==> src/hdl/bitmap_run_allocator_defines.svh <==
// ----------------------------------------------------------------------------
// Bitmap run allocator assertion macros
// Shared property templates for the checks at the end of the top level.
// ----------------------------------------------------------------------------
`ifndef BITMAP_RUN_ALLOCATOR_DEFINES_SVH
`define BITMAP_RUN_ALLOCATOR_DEFINES_SVH

// The consequent must hold in the same cycle as the antecedent.
`define BRA_ASSERT_NOW(label, clk, rst_n, ante, cons, msg) \
    label: assert property (@(posedge clk) disable iff (!rst_n) (ante) |-> (cons)) \
        else $error(msg);

// The consequent must hold in the cycle after the antecedent.
`define BRA_ASSERT_NEXT(label, clk, rst_n, ante, cons, msg) \
    label: assert property (@(posedge clk) disable iff (!rst_n) (ante) |=> (cons)) \
        else $error(msg);

`endif

==> src/hdl/bra_pkg.sv <==
// ----------------------------------------------------------------------------
// Bitmap run allocator package
// Field widths, register indexes, transaction codes and map geometry.
// ----------------------------------------------------------------------------
package bra_pkg;

    // Field widths of the configuration and transaction ports.
    localparam int ADDR_W    = 32;
    localparam int UNIT_W    = 17;
    localparam int COUNT_W   = 9;
    localparam int CFG_IDX_W = 2;

    // Occupancy map geometry: one memory row holds eight slots.
    localparam int ROW_SLOTS = 8;
    localparam int ROW_SHIFT = 3;

    // Transaction modes.
    localparam logic MODE_ALLOC = 1'b0;
    localparam logic MODE_FREE  = 1'b1;

    // Configuration register indexes.
    localparam logic [CFG_IDX_W-1:0] REG_BASE_ADDRESS = 2'd0;
    localparam logic [CFG_IDX_W-1:0] REG_UNIT_SIZE    = 2'd1;
    localparam logic [CFG_IDX_W-1:0] REG_SLOTS_IN_USE = 2'd2;

endpackage

==> src/hdl/bra_div.sv <==
// ----------------------------------------------------------------------------
// Bitmap run allocator divider
// Restoring divider that turns an address offset into a slot index, one
// quotient bit per cycle.
// ----------------------------------------------------------------------------
module bra_div
    import bra_pkg::*;
(
    input  logic              clk,
    input  logic              rst_n,
    input  logic              start,
    input  logic [ADDR_W-1:0] dividend,
    input  logic [UNIT_W-1:0] divisor,
    output logic              done,
    output logic [ADDR_W-1:0] quotient
);

    localparam int STEP_W = $clog2(ADDR_W);
    localparam logic [STEP_W-1:0] LAST_STEP = STEP_W'(ADDR_W - 1);

    logic              run_reg;
    logic [STEP_W-1:0] count_reg;
    logic              done_reg;
    logic [UNIT_W-1:0] rem_reg;
    logic [UNIT_W-1:0] rem_next;
    logic [ADDR_W-1:0] quo_reg;
    logic              quo_bit;
    logic [UNIT_W:0]   shifted;
    logic [UNIT_W:0]   trial;

    // One restoring step: shift in the next dividend bit and try to subtract.
    always_comb
    begin
        shifted = {rem_reg, quo_reg[ADDR_W-1]};
        if (shifted >= {1'b0, divisor})
        begin
            trial   = shifted - {1'b0, divisor};
            quo_bit = 1'b1;
        end
        else
        begin
            trial   = shifted;
            quo_bit = 1'b0;
        end
        rem_next = trial[UNIT_W-1:0];
    end

    // Step counter and completion strobe.
    always_ff @(posedge clk or negedge rst_n)
    begin
        if (!rst_n)
        begin
            run_reg   <= 1'b0;
            count_reg <= '0;
            done_reg  <= 1'b0;
        end
        else
        begin
            done_reg <= run_reg && !start && (count_reg == LAST_STEP);
            if (start)
            begin
                run_reg   <= 1'b1;
                count_reg <= '0;
            end
            else if (run_reg)
            begin
                count_reg <= count_reg + 1'b1;
                if (count_reg == LAST_STEP)
                begin
                    run_reg <= 1'b0;
                end
            end
        end
    end

    // Partial remainder and quotient, which shares the dividend register.
    always_ff @(posedge clk)
    begin
        if (start)
        begin
            quo_reg <= dividend;
            rem_reg <= '0;
        end
        else if (run_reg)
        begin
            quo_reg <= {quo_reg[ADDR_W-2:0], quo_bit};
            rem_reg <= rem_next;
        end
    end

    assign done     = done_reg;
    assign quotient = quo_reg;

endmodule

==> src/hdl/bitmap_run_allocator.sv <==
// ----------------------------------------------------------------------------
// Bitmap run allocator
// First-fit allocator of contiguous slot runs over an occupancy map memory.
// ----------------------------------------------------------------------------
// A transaction is taken when start is high and busy is low. mode selects an
// allocate or a free of run_length slots; free_address is used on a free only.
// Each transaction gives one result on granted_address and failed, shown for
// one cycle with done high. The receiver cannot hold results off.
// The map sits in a memory of eight-slot rows with a registered read. An
// allocate streams rows through the first-fit scan, one row per cycle, then
// writes the run back with a read-modify-write sweep over its rows.
// A free first divides the address offset by the unit size, one bit per
// cycle, then sweeps the rows of the run the same way.
// A zero or oversized allocate, and a free with unit size zero, answer in
// the cycle after the transaction. One transaction is worked on at a time.
// Reset clears the per-row valid bits at once, so the whole map reads free
// with no clearing pass. Configuration must be written only while busy is low;
// the block itself does not enforce this.
`include "bitmap_run_allocator_defines.svh"

module bitmap_run_allocator
    import bra_pkg::*;
#(
    parameter int SLOT_COUNT = 256
)
(
    input  logic                 clk,
    input  logic                 rst_n,
    input  logic                 cfg_write,
    input  logic [CFG_IDX_W-1:0] cfg_index,
    input  logic [ADDR_W-1:0]    cfg_data,
    input  logic                 start,
    output logic                 busy,
    input  logic                 mode,
    input  logic [COUNT_W-1:0]   run_length,
    input  logic [ADDR_W-1:0]    free_address,
    output logic                 done,
    output logic [ADDR_W-1:0]    granted_address,
    output logic                 failed
);

    localparam int ROWS   = (SLOT_COUNT + ROW_SLOTS - 1) / ROW_SLOTS;
    localparam int ROW_W  = (ROWS > 1) ? $clog2(ROWS) : 1;
    localparam int IR_W   = $clog2(ROWS + 1);
    localparam int SW     = $clog2(ROWS * ROW_SLOTS + 1);
    localparam int PROD_W = SW + UNIT_W;

    typedef enum logic [3:0] {
        S_IDLE = 4'b0001,
        S_SCAN = 4'b0010,
        S_DIV  = 4'b0100,
        S_MARK = 4'b1000
    } state_t;

    // Control registers.
    state_t              state_reg, state_next;
    logic                done_reg, done_next;
    logic                pend_reg, pend_next;
    logic [IR_W-1:0]     issue_row_reg, issue_row_next;
    logic [ROWS-1:0]     row_valid_reg;

    // Configuration registers.
    logic [ADDR_W-1:0]   base_address_reg;
    logic [UNIT_W-1:0]   unit_size_reg;
    logic [COUNT_W-1:0]  slots_in_use_reg;

    // Working registers of the current transaction.
    logic [COUNT_W-1:0]  n_reg, n_next;
    logic [SW-1:0]       cap_reg, cap_next;
    logic [COUNT_W-1:0]  run_reg, run_next;
    logic [ROW_W-1:0]    eval_row_reg, eval_row_next;
    logic [SW-1:0]       lo_reg, lo_next;
    logic [SW-1:0]       hi_reg, hi_next;
    logic [ROW_W-1:0]    last_row_reg, last_row_next;
    logic                set_reg, set_next;
    logic [PROD_W-1:0]   prod_reg, prod_next;
    logic [ADDR_W-1:0]   granted_reg, granted_next;
    logic                failed_reg, failed_next;

    // Map memory and its read port.
    logic [ROW_SLOTS-1:0] map_mem [ROWS];
    logic [ROW_SLOTS-1:0] rdata_reg;
    logic                 rvalid_reg;
    logic [ROW_SLOTS-1:0] row_q;
    logic                 rd_en;
    logic [ROW_W-1:0]     rd_row;
    logic                 mem_we;
    logic [ROW_W-1:0]     wr_row;
    logic [ROW_SLOTS-1:0] wr_data;

    // Scan and sweep helpers.
    logic [SW-1:0]        cap_in;
    logic [COUNT_W-1:0]   scan_run;
    logic                 scan_found;
    logic [SW-1:0]        scan_hit;
    logic [SW-1:0]        scan_lo;
    logic [SW-1:0]        scan_hi;
    logic                 scan_exhausted;
    logic [ROW_SLOTS-1:0] mark_mask;
    logic [ADDR_W-1:0]    free_hi;
    logic [SW-1:0]        div_hi;

    // Divider interface.
    logic                 div_start;
    logic [ADDR_W-1:0]    div_dividend;
    logic                 div_done;
    logic [ADDR_W-1:0]    div_quotient;

    bra_div u_div (
        .clk      (clk),
        .rst_n    (rst_n),
        .start    (div_start),
        .dividend (div_dividend),
        .divisor  (unit_size_reg),
        .done     (div_done),
        .quotient (div_quotient)
    );

    // A row never written since reset reads as all free.
    assign row_q = rvalid_reg ? rdata_reg : '0;

    // Capacity in use, limited to the built slot count.
    always_comb
    begin
        if (32'(slots_in_use_reg) > 32'(SLOT_COUNT))
        begin
            cap_in = SW'(SLOT_COUNT);
        end
        else
        begin
            cap_in = SW'(slots_in_use_reg);
        end
    end

    // First-fit scan of one row: extend the free run slot by slot.
    always_comb
    begin
        logic [SW-1:0] slot;
        scan_run   = run_reg;
        scan_found = 1'b0;
        scan_hit   = '0;
        for (int b = 0; b < ROW_SLOTS; b++)
        begin
            slot = SW'({eval_row_reg, 3'(b)});
            if (!scan_found && (slot < cap_reg))
            begin
                if (row_q[b])
                begin
                    scan_run = '0;
                end
                else
                begin
                    scan_run = scan_run + 1'b1;
                    if (scan_run == n_reg)
                    begin
                        scan_found = 1'b1;
                        scan_hit   = slot;
                    end
                end
            end
        end
        scan_exhausted = (32'({eval_row_reg, 3'b111}) + 32'd1) >= 32'(cap_reg);
        scan_lo        = SW'(32'(scan_hit) + 32'd1 - 32'(n_reg));
        scan_hi        = scan_hit + 1'b1;
    end

    // Slots of the current sweep row that fall inside the run.
    always_comb
    begin
        logic [SW-1:0] slot;
        for (int b = 0; b < ROW_SLOTS; b++)
        begin
            slot         = SW'({eval_row_reg, 3'(b)});
            mark_mask[b] = (slot >= lo_reg) && (slot < hi_reg);
        end
    end

    // End of a free run, clipped to the capacity in use.
    always_comb
    begin
        free_hi = div_quotient + 32'(n_reg);
        if (free_hi > 32'(cap_reg))
        begin
            div_hi = cap_reg;
        end
        else
        begin
            div_hi = SW'(free_hi);
        end
    end

    // Transaction sequencer.
    always_comb
    begin
        state_next     = state_reg;
        done_next      = 1'b0;
        pend_next      = pend_reg;
        issue_row_next = issue_row_reg;
        n_next         = n_reg;
        cap_next       = cap_reg;
        run_next       = run_reg;
        eval_row_next  = eval_row_reg;
        lo_next        = lo_reg;
        hi_next        = hi_reg;
        last_row_next  = last_row_reg;
        set_next       = set_reg;
        prod_next      = prod_reg;
        granted_next   = granted_reg;
        failed_next    = failed_reg;
        rd_en          = 1'b0;
        rd_row         = ROW_W'(issue_row_reg);
        mem_we         = 1'b0;
        wr_row         = eval_row_reg;
        wr_data        = set_reg ? (row_q | mark_mask) : (row_q & ~mark_mask);
        div_start      = 1'b0;
        div_dividend   = free_address - base_address_reg;

        case (state_reg)
            S_IDLE:
            begin
                if (start)
                begin
                    cap_next = cap_in;
                    n_next   = run_length;
                    if (mode == MODE_ALLOC)
                    begin
                        set_next = 1'b1;
                        if ((run_length == '0) || (32'(run_length) > 32'(cap_in)))
                        begin
                            done_next    = 1'b1;
                            failed_next  = 1'b1;
                            granted_next = '0;
                        end
                        else
                        begin
                            state_next     = S_SCAN;
                            run_next       = '0;
                            issue_row_next = '0;
                            pend_next      = 1'b0;
                        end
                    end
                    else
                    begin
                        set_next = 1'b0;
                        if (unit_size_reg == '0)
                        begin
                            done_next    = 1'b1;
                            failed_next  = 1'b0;
                            granted_next = '0;
                        end
                        else
                        begin
                            div_start  = 1'b1;
                            state_next = S_DIV;
                        end
                    end
                end
            end

            S_SCAN:
            begin
                // Stream row reads; evaluate the row that arrived this cycle.
                eval_row_next = ROW_W'(issue_row_reg);
                if (issue_row_reg < IR_W'(ROWS))
                begin
                    rd_en          = 1'b1;
                    pend_next      = 1'b1;
                    issue_row_next = issue_row_reg + 1'b1;
                end
                else
                begin
                    pend_next = 1'b0;
                end
                if (pend_reg)
                begin
                    if (scan_found)
                    begin
                        state_next     = S_MARK;
                        rd_en          = 1'b0;
                        pend_next      = 1'b0;
                        lo_next        = scan_lo;
                        hi_next        = scan_hi;
                        last_row_next  = ROW_W'((scan_hi - 1'b1) >> ROW_SHIFT);
                        issue_row_next = IR_W'(scan_lo >> ROW_SHIFT);
                    end
                    else if (scan_exhausted)
                    begin
                        state_next   = S_IDLE;
                        rd_en        = 1'b0;
                        pend_next    = 1'b0;
                        done_next    = 1'b1;
                        failed_next  = 1'b1;
                        granted_next = '0;
                    end
                    else
                    begin
                        run_next = scan_run;
                    end
                end
            end

            S_DIV:
            begin
                if (div_done)
                begin
                    if ((div_quotient >= 32'(cap_reg)) || (n_reg == '0))
                    begin
                        state_next   = S_IDLE;
                        done_next    = 1'b1;
                        failed_next  = 1'b0;
                        granted_next = '0;
                    end
                    else
                    begin
                        state_next     = S_MARK;
                        pend_next      = 1'b0;
                        lo_next        = SW'(div_quotient);
                        hi_next        = div_hi;
                        last_row_next  = ROW_W'((div_hi - 1'b1) >> ROW_SHIFT);
                        issue_row_next = IR_W'(SW'(div_quotient) >> ROW_SHIFT);
                    end
                end
            end

            S_MARK:
            begin
                // Read-modify-write sweep: read the next row, write back this one.
                prod_next     = PROD_W'(lo_reg) * PROD_W'(unit_size_reg);
                eval_row_next = ROW_W'(issue_row_reg);
                if (issue_row_reg <= IR_W'(last_row_reg))
                begin
                    rd_en          = 1'b1;
                    pend_next      = 1'b1;
                    issue_row_next = issue_row_reg + 1'b1;
                end
                else
                begin
                    pend_next = 1'b0;
                end
                if (pend_reg)
                begin
                    mem_we = 1'b1;
                    if (eval_row_reg == last_row_reg)
                    begin
                        state_next  = S_IDLE;
                        pend_next   = 1'b0;
                        done_next   = 1'b1;
                        failed_next = 1'b0;
                        if (set_reg)
                        begin
                            granted_next = base_address_reg + 32'(prod_reg);
                        end
                        else
                        begin
                            granted_next = '0;
                        end
                    end
                end
            end

            default:
            begin
                state_next = S_IDLE;
                pend_next  = 1'b0;
            end
        endcase
    end

    // Control state and per-row valid bits.
    always_ff @(posedge clk or negedge rst_n)
    begin
        if (!rst_n)
        begin
            state_reg     <= S_IDLE;
            done_reg      <= 1'b0;
            pend_reg      <= 1'b0;
            issue_row_reg <= '0;
            row_valid_reg <= '0;
        end
        else
        begin
            state_reg     <= state_next;
            done_reg      <= done_next;
            pend_reg      <= pend_next;
            issue_row_reg <= issue_row_next;
            if (mem_we)
            begin
                row_valid_reg[wr_row] <= 1'b1;
            end
        end
    end

    // Configuration registers.
    always_ff @(posedge clk or negedge rst_n)
    begin
        if (!rst_n)
        begin
            base_address_reg <= '0;
            unit_size_reg    <= UNIT_W'(4096);
            slots_in_use_reg <= COUNT_W'(256);
        end
        else if (cfg_write)
        begin
            case (cfg_index)
                REG_BASE_ADDRESS: base_address_reg <= cfg_data;
                REG_UNIT_SIZE:    unit_size_reg    <= cfg_data[UNIT_W-1:0];
                REG_SLOTS_IN_USE: slots_in_use_reg <= cfg_data[COUNT_W-1:0];
                default:          ;
            endcase
        end
    end

    // Transaction working data and result payload.
    always_ff @(posedge clk)
    begin
        n_reg        <= n_next;
        cap_reg      <= cap_next;
        run_reg      <= run_next;
        eval_row_reg <= eval_row_next;
        lo_reg       <= lo_next;
        hi_reg       <= hi_next;
        last_row_reg <= last_row_next;
        set_reg      <= set_next;
        prod_reg     <= prod_next;
        granted_reg  <= granted_next;
        failed_reg   <= failed_next;
    end

    // Occupancy map memory with a registered read.
    always_ff @(posedge clk)
    begin
        if (mem_we)
        begin
            map_mem[wr_row] <= wr_data;
        end
        if (rd_en)
        begin
            rdata_reg  <= map_mem[rd_row];
            rvalid_reg <= row_valid_reg[rd_row];
        end
    end

    assign busy            = (state_reg != S_IDLE);
    assign done            = done_reg;
    assign granted_address = granted_reg;
    assign failed          = failed_reg;

    // A failed result never carries an address.
    `BRA_ASSERT_NOW(a_fail_no_addr, clk, rst_n, done && failed, granted_address == '0, "failed result carries an address")

    // The sweep never reads the row it writes back in the same cycle.
    `BRA_ASSERT_NOW(a_rmw_rows_apart, clk, rst_n, mem_we && rd_en, wr_row != rd_row, "read and write hit one row")

    // The divider only finishes while a free waits for it.
    `BRA_ASSERT_NOW(a_div_in_free, clk, rst_n, div_done, state_reg == S_DIV, "divider done outside a free")

    // Starting the divider always leads into the wait for its quotient.
    `BRA_ASSERT_NEXT(a_div_start, clk, rst_n, div_start, state_reg == S_DIV, "divider started without waiting")

endmodule
==> config.mk <==
export PLATFORM = sky130hd
export DESIGN_NAME = bitmap_run_allocator
export DESIGN_NICKNAME = d
export VERILOG_FILES = /design/src/hdl/bra_pkg.sv /design/src/hdl/bra_div.sv /design/src/hdl/bitmap_run_allocator.sv
export VERILOG_INCLUDE_DIRS = /design/src /design/src/hdl
export SDC_FILE = /design/constraint.sdc
export NUM_CORES = 2
export LEC_CHECK = 0
export ABC_AREA = 1
export BUFFER_PORTS_ARGS = -buffer_cell sky130_fd_sc_hd__buf_2
export CAP_MARGIN = 20
export CORE_UTILIZATION = 69
export CTS_CLUSTER_SIZE = 25
export DETAILED_ROUTE_END_ITERATION = 10
export PLACE_DENSITY = 0.95
export SYNTH_ARGS = -nofsm -noshare
export SYNTH_HDL_FRONTEND = slang
export SYNTH_HIERARCHICAL = 1
export SYNTH_SLANG_ARGS = --single-unit
==> constraint.sdc <==
create_clock -name clk -period 32.4 [get_ports clk]
set_input_delay 3.24 -clock clk [delete_from_list [all_inputs] [get_ports clk]]
set_output_delay 3.24 -clock clk [all_outputs]
set_load 0.02 [all_outputs]
* Yosys cells after proc, flatten, opt, wreduce, memory -nomap -nowiden
Memory sizes are Yosys's and may differ from the RTL's. A register that Yosys moved wholly into a read port is not among the register bits. Index checks and enable logic that the tools add are counted.
Word-level totals: bits of input ports 80, memories kept 1, logic and storage cells 354, register bits 274, bits in writable memories 256, output and inout bits 35
Memories:
- map_mem | depth 32, width 8, rd ports 1, clocked after Yosys merged registers in 1, wr ports 1, line bitmap_run_allocator.sv:81 | logic [ROW_SLOTS-1:0] map_mem [ROWS];
Cells by class: mux-type cells 185, reduce and logical (&&, ||, !) cells 47, bitwise operators 4, multipliers 1, add/subtract/negate cells 20, equal/unequal tests 36, $lt $le $gt $ge 35
Operators by type and width (count):
- $mux 9 | 54
- $mux 32 | 14
- $lt 8x9->1 | 16
- $pmux 32 s4 | 1
- $add 9x1->9 const B | 10
- $mux 1 | 73
- $eq 9x9->1 | 8
- $ge 8x9->1 | 8
- $mux 6 | 9
- $pmux 9 s2 | 3
- $mux 4 | 11
- $add 32x26->32 | 1
- $add 32x9->32 | 1
- $ge 32x9->1 | 1
- $gt 32x9->1 | 1
- $mux 8 | 4
- $or 32x32->32 | 1
- $sub 32x32->32 | 1
- $mux 5 | 6
- $mul 9x17->26 | 1
- $ne 2x2->1 const B | 13
- $pmux 6 s4 | 1
- $ge 18x17->1 | 1
- $logic_and 1x1->1 | 18
- 47 further kinds | 71

* Depth between registers and ports, before layout
depth in word-level cells 37, gate-level depth with buffers 83, gate-level depth less buffers 81

* Modules after synthesis
Netlist, hierarchy kept.
By module, submodules not included:
- bitmap_run_allocator | instances 1, area each 33988.8 µm², sequential area each 13967.1 µm², cells an instance 4019
- bra_div | instances 1, area each 3689.8 µm², sequential area each 1476.4 µm², cells an instance 519

* Worst setup path before layout
Ideal clock, no wire load.
path kind register to register, start register eval_row_reg[0], end register failed_reg (netlist: failed) (enable), data required time 31929 ps, cell stages (with the launch flop) 62, path slack 21973 ps, library setup time 471 ps, period minus slack after synthesis 10427 ps, path buffers 3, arrival 9956 ps, cell sequence edfxtp_1 inv_1 ha_1 inv_1 nand2_1 nor2_2 nand3_2 nand3_2 buf_6 nand2_1 nand2_1 inv_1 ha_1 o21ai_0 a21oi_1 nand3_1 a21oi_1 nand3_1 [26 not listed] nor2_4 nand2_4 nand4_4 buf_6 nand2_2 nand2_4 ha_1 nand3_2 o21ai_1 nand2_1 nand2_1 nand2_1 nand3_1 inv_2 nand3_4 nand2_4 a22oi_1 nor3b_1
Between the ends: word-level cells in the longest chain between the ends 33, elaborated cells on any way between the ends 78, those cells by class add/sub: 8; order compare: 9; eq/ne: 11; mux: 35; reduce/logical: 15
RTL lines:
- start, declared | line bitmap_run_allocator.sv:71 | logic [ROW_W-1:0] eval_row_reg, eval_row_next;
- start signal, assigned | line bitmap_run_allocator.sv:419 | eval_row_reg <= eval_row_next;
- branches (longest 32 deep; another with $lt 8x9->1)
- $reduce_and 11->1 (no source line) (*)
- end signal, assigned | line bitmap_run_allocator.sv:426 | failed_reg <= failed_next;
- end, declared | line bitmap_run_allocator.sv:78 | logic failed_reg, failed_next;
Every way passes the cells marked *. A chain may end at the register's enable or synchronous reset.

==> results.txt <==
----------------------------------------------------
[Route]
  Count of routing violations after the opening detailed-route iteration ... 5049
  Post-DR wirelength/cell ... 21.1 µm
  Number of vias in the routed layout ... 34600
  Vias per cell ... 6.46
  DRC violation count after routing ... 0
  Final WL ... 113 mm
  Number of nets with antenna violations after routing ... 0
  Total iterations of the first detailed-routing run ... 10

[Timing]
  Worst hold slack after final layout ... 472 ps
  Setup tns final ... 0 ps
  Worst slew pin tran ... 1190 ps
  Worst relative slew slack ... 0.206
  Clock skew after layout ... 66.4 ps
  Tcrit/Tclk final ... 0.352
  Minimum clock period ... 11390 ps
  Final Setup Violations ... 0
  Final count of pins violating max slew ... 0
  Timing-limited maximum frequency ... 0.0878 GHz
  Unrepaired setup endpoints after global routing ... no
  Worst setup slack after layout ... 21010 ps
  Hold violation total from the final report ... 0

[Logic synthesis]
  Synthesized-area fraction occupied by xor and xnor cells ... 0.0248
  Cells after synthesis ... 4538
  Proportion of synthesized area in mux cells ... 0
  Synth Area in Compound Gates ... 0.113
  Simple-gate share of the synthesized area ... 0.241
  #FFs+latches synth ... 538
  Yosys warnings ... 6
  Number of enable flip-flop cells after synthesis ... 412
  Fraction of the yosys area taken by sequential cells ... 0.410
  Area of the mapped netlist ... 37700 µm²
  Post-Synthesis Net Count ... 4946
  Yosys cell types ... 75
  Top flip-flop cell by instance count after synthesis ... edfxtp_1
  Largest family of logic cells by synthesized area ... simple AND/OR/NAND/NOR gates
  Average footprint of a synthesized cell ... 8.30 µm²
  Asr flop ratio synth ... 0.203
  Adder and majority gate portion of the synthesized area ... 0.131

[Setup path]
  Cell type of the slowest stage on the worst timing path ... edfxtp_1
  Worst reg2reg endpoint ... u_div/quotient[25]$_DFFE_PP_
  Delay of the slowest critical-path stage ... 560 ps
  Worst R2R Start ... eval_row_reg[0]$_DFFE_PP_
  Worst path required time ... 32670 ps
  Cell occurring most often along the worst timing path ... nand2_1
  Largest driver fanout on the critical path ... 35
  Arrival time of the worst setup path ... 11660 ps
  Family with the most delay on the worst path ... simple AND/OR/NAND/NOR gates
  Worst setup EP type ... flip-flop
  Buffer and inverter count on the worst path ... 11
  Cells on worst reg2reg path ... 70
  Sort of element at the start of the critical path ... flip-flop
  Crit Path Class ... reg2reg
  Internal reg-to-reg setup slack ... 21010 ps

[CTS]
  Clock Tree Buf Depth ... 3
  CTS tree ... yes
  Root buffer selected by CTS ... clkbuf_16
  Clock transition at the registers of the reported paths ... 60 ps
  Hold-fix buffers, CTS ... 0
  Number of sinks handled by clock tree synthesis ... 538
  Skew-Pair Late Insertion Delay ... 680 ps
  Clock buffers created by TritonCTS ... 54
  Number of levels in the clock H-tree ... 2
  Post-cts gate resize count ... 0
  Setup fix buffers added after clock tree synthesis ... 0

[Finish]
  Max reg flops ... 256
  Final Non-Filler Cells ... 5350
  Multi-input logic area ... 19300 µm²
  Layout fillers ... 3443
  Total area of sequential cells ... 15400 µm²
  Most flop-heavy register ... map_mem
  Layout cell share with drive strength beyond 1 ... 0.0936
  Area growth syn-to-layout ... 7.97%
  Post-Route Utilization ... 0.754
  Area of all placed cells without fillers ... 40700 µm²
  Net count of the finished layout ... 5009

[Placed design]
  Placement Cell Area ... 38800 µm²
  Post-Place Cells ... 5240
  Worst setup slack after placement ... 21330 ps
  Port Buffers ... 114
  Detailed-placement wirelength estimate ... 77.5 mm
  Routability congestion estimate ... 1.03

[Die]
  Floorplan die area ... 55500 µm²
  Floorplan core area ... 53900 µm²
  Die height ... 236 µm
  Initial standard-cell utilization of the core ... 0.699
  Number of core rows ... 85
  Number of primary I/O pins ... 115
  Floorplan die width ... 236 µm

[Global routing]
  Leftover overflow at the end of global routing ... 0
  Global-route total usage across every layer ... 0.404
  Vias in the first global route ... 33300
  Pin count of the biggest net entering global routing ... 90
  Global-route wire length before repair ... 177 mm
  Antenna violations before repair ... 9

[Min path]
  Class of the worst hold path ... reg2reg
  Start point of the worst hold path ... row_valid_reg[7]$_DFFE_PN0P_
  End point of the most critical hold path ... row_valid_reg[7]$_DFFE_PN0P_
  Hold path depth ... 1

[Pwr]
  Peak supply drop ... 94.6 µV
  Leak ... 18.9 nW
  Total power consumption of the routed design ... 4.52 mW
  Power density of the placed cells ... 111 nW/µm²

[Flow run]
  Max-capacitance violation count ... 0

[Outcome]
  Outcome ... finished, final reports clean

----------------------------------------------------
worst max path at each step:
stage,startpoint,endpoint,slack [ps],cells past startpoint
final,eval_row_reg[0]$_DFFE_PP_,u_div/quotient[25]$_DFFE_PP_,21010,70
after global placement,eval_row_reg[0]$_DFFE_PP_,u_div/quotient[27]$_DFFE_PP_,21620,70
after detailed placement,eval_row_reg[0]$_DFFE_PP_,u_div/quotient[25]$_DFFE_PP_,21330,71
after global routing,eval_row_reg[0]$_DFFE_PP_,issue_row_reg[4]$_DFFE_PN0P_,20060,74
after floorplan,eval_row_reg[0]$_DFFE_PP_,failed$_DFFE_PP_,21970,61
after CTS,eval_row_reg[0]$_DFFE_PP_,u_div/quotient[20]$_DFFE_PP_,21300,70
cell usage after synthesis, types with 17 or more instances:
cell type  instances  area share
inv_2             23      0.0023
o21ai_0          312       0.041
a21oi_1          192       0.026
clkbuf_1         113       0.011
nand4_1           64       0.011
xor2_1            60       0.014
nor2_2            31      0.0051
ha_1             217       0.072
nand2_1         1054        0.11
nor4_1            23      0.0038
nand2_2           36      0.0060
o22ai_1           22      0.0037
edfxtp_1         412        0.33
o21ai_1           31      0.0041
o221ai_1          50       0.012
nand3_2           19      0.0050
or2_2             29      0.0048
nand3_1          311       0.041
dfxtp_1           17      0.0090
a31oi_1           20      0.0033
xnor2_1           45       0.010
dfrtp_1          106       0.070
nor3_1            40      0.0053
nor2_1           401       0.040
inv_1            592       0.059
o211ai_1          26      0.0052
fa_1             111       0.059
cell type report:
| class | count | area share |
|---|---|---|
| Multi-Input combinational cell | 3227 | 0.474 |
| Sequential cell | 538 | 0.380 |
| Inverter | 627 | 0.0579 |
| Clock buffer | 63 | 0.0348 |
| Timing Repair Buffer | 153 | 0.0221 |
| Tap cell | 696 | 0.0214 |
| Clock inverter | 39 | 0.00978 |
| Antenna cell | 7 | 0.000431 |
cell families after synthesis:
family / count (synthesis)
XOR/XNOR: 106
flip-flops: 538
buffers and inverters: 773
AO/OA/AOI/OAI: 734
AND/OR/NAND/NOR: 2059
adder cells (fa/ha/maj): 328
layer usage:
metal / track usage / part of all wire / wire [µm]
met1: 0.512 / 0.35 / 39800
met2: 0.638 / 0.46 / 51600
met3: 0.110 / 0.14 / 15400
met4: 0.210 / 0.055 / 6220
met5: 0 / 0.00024 / 27
layout by cell type, fill, tap and decap left out, drive strengths merged, types with 6 or more instances in the layout:
master    count
edfxtp      412
clkbuf       63
a21oi       195
nand3       332
a211oi       10
nand3b       10
fa          111
o21a         10
clkinvlp      6
o221ai       50
xor2         61
nand4        68
ha          217
o22ai        22
nor4         23
a31oi        21
o21bai       13
nor2        446
or2          30
clkinv       38
buf         152
inv         617
o21ai       351
xnor2        45
dfxtp        17
nand2      1098
dfrtp       106
o211ai       26
nor3         40
a32oi         8
diode         7
a21o          7
report_power, final:
group	switching [mW]	total (mW)	internal, mW
clock	0.286	0.642	0.356
combinational	1.82	2.73	0.915
sequential	0.145	1.14	0.997
total	2.25	4.52	2.27
(Power assumes the default switching activity.)
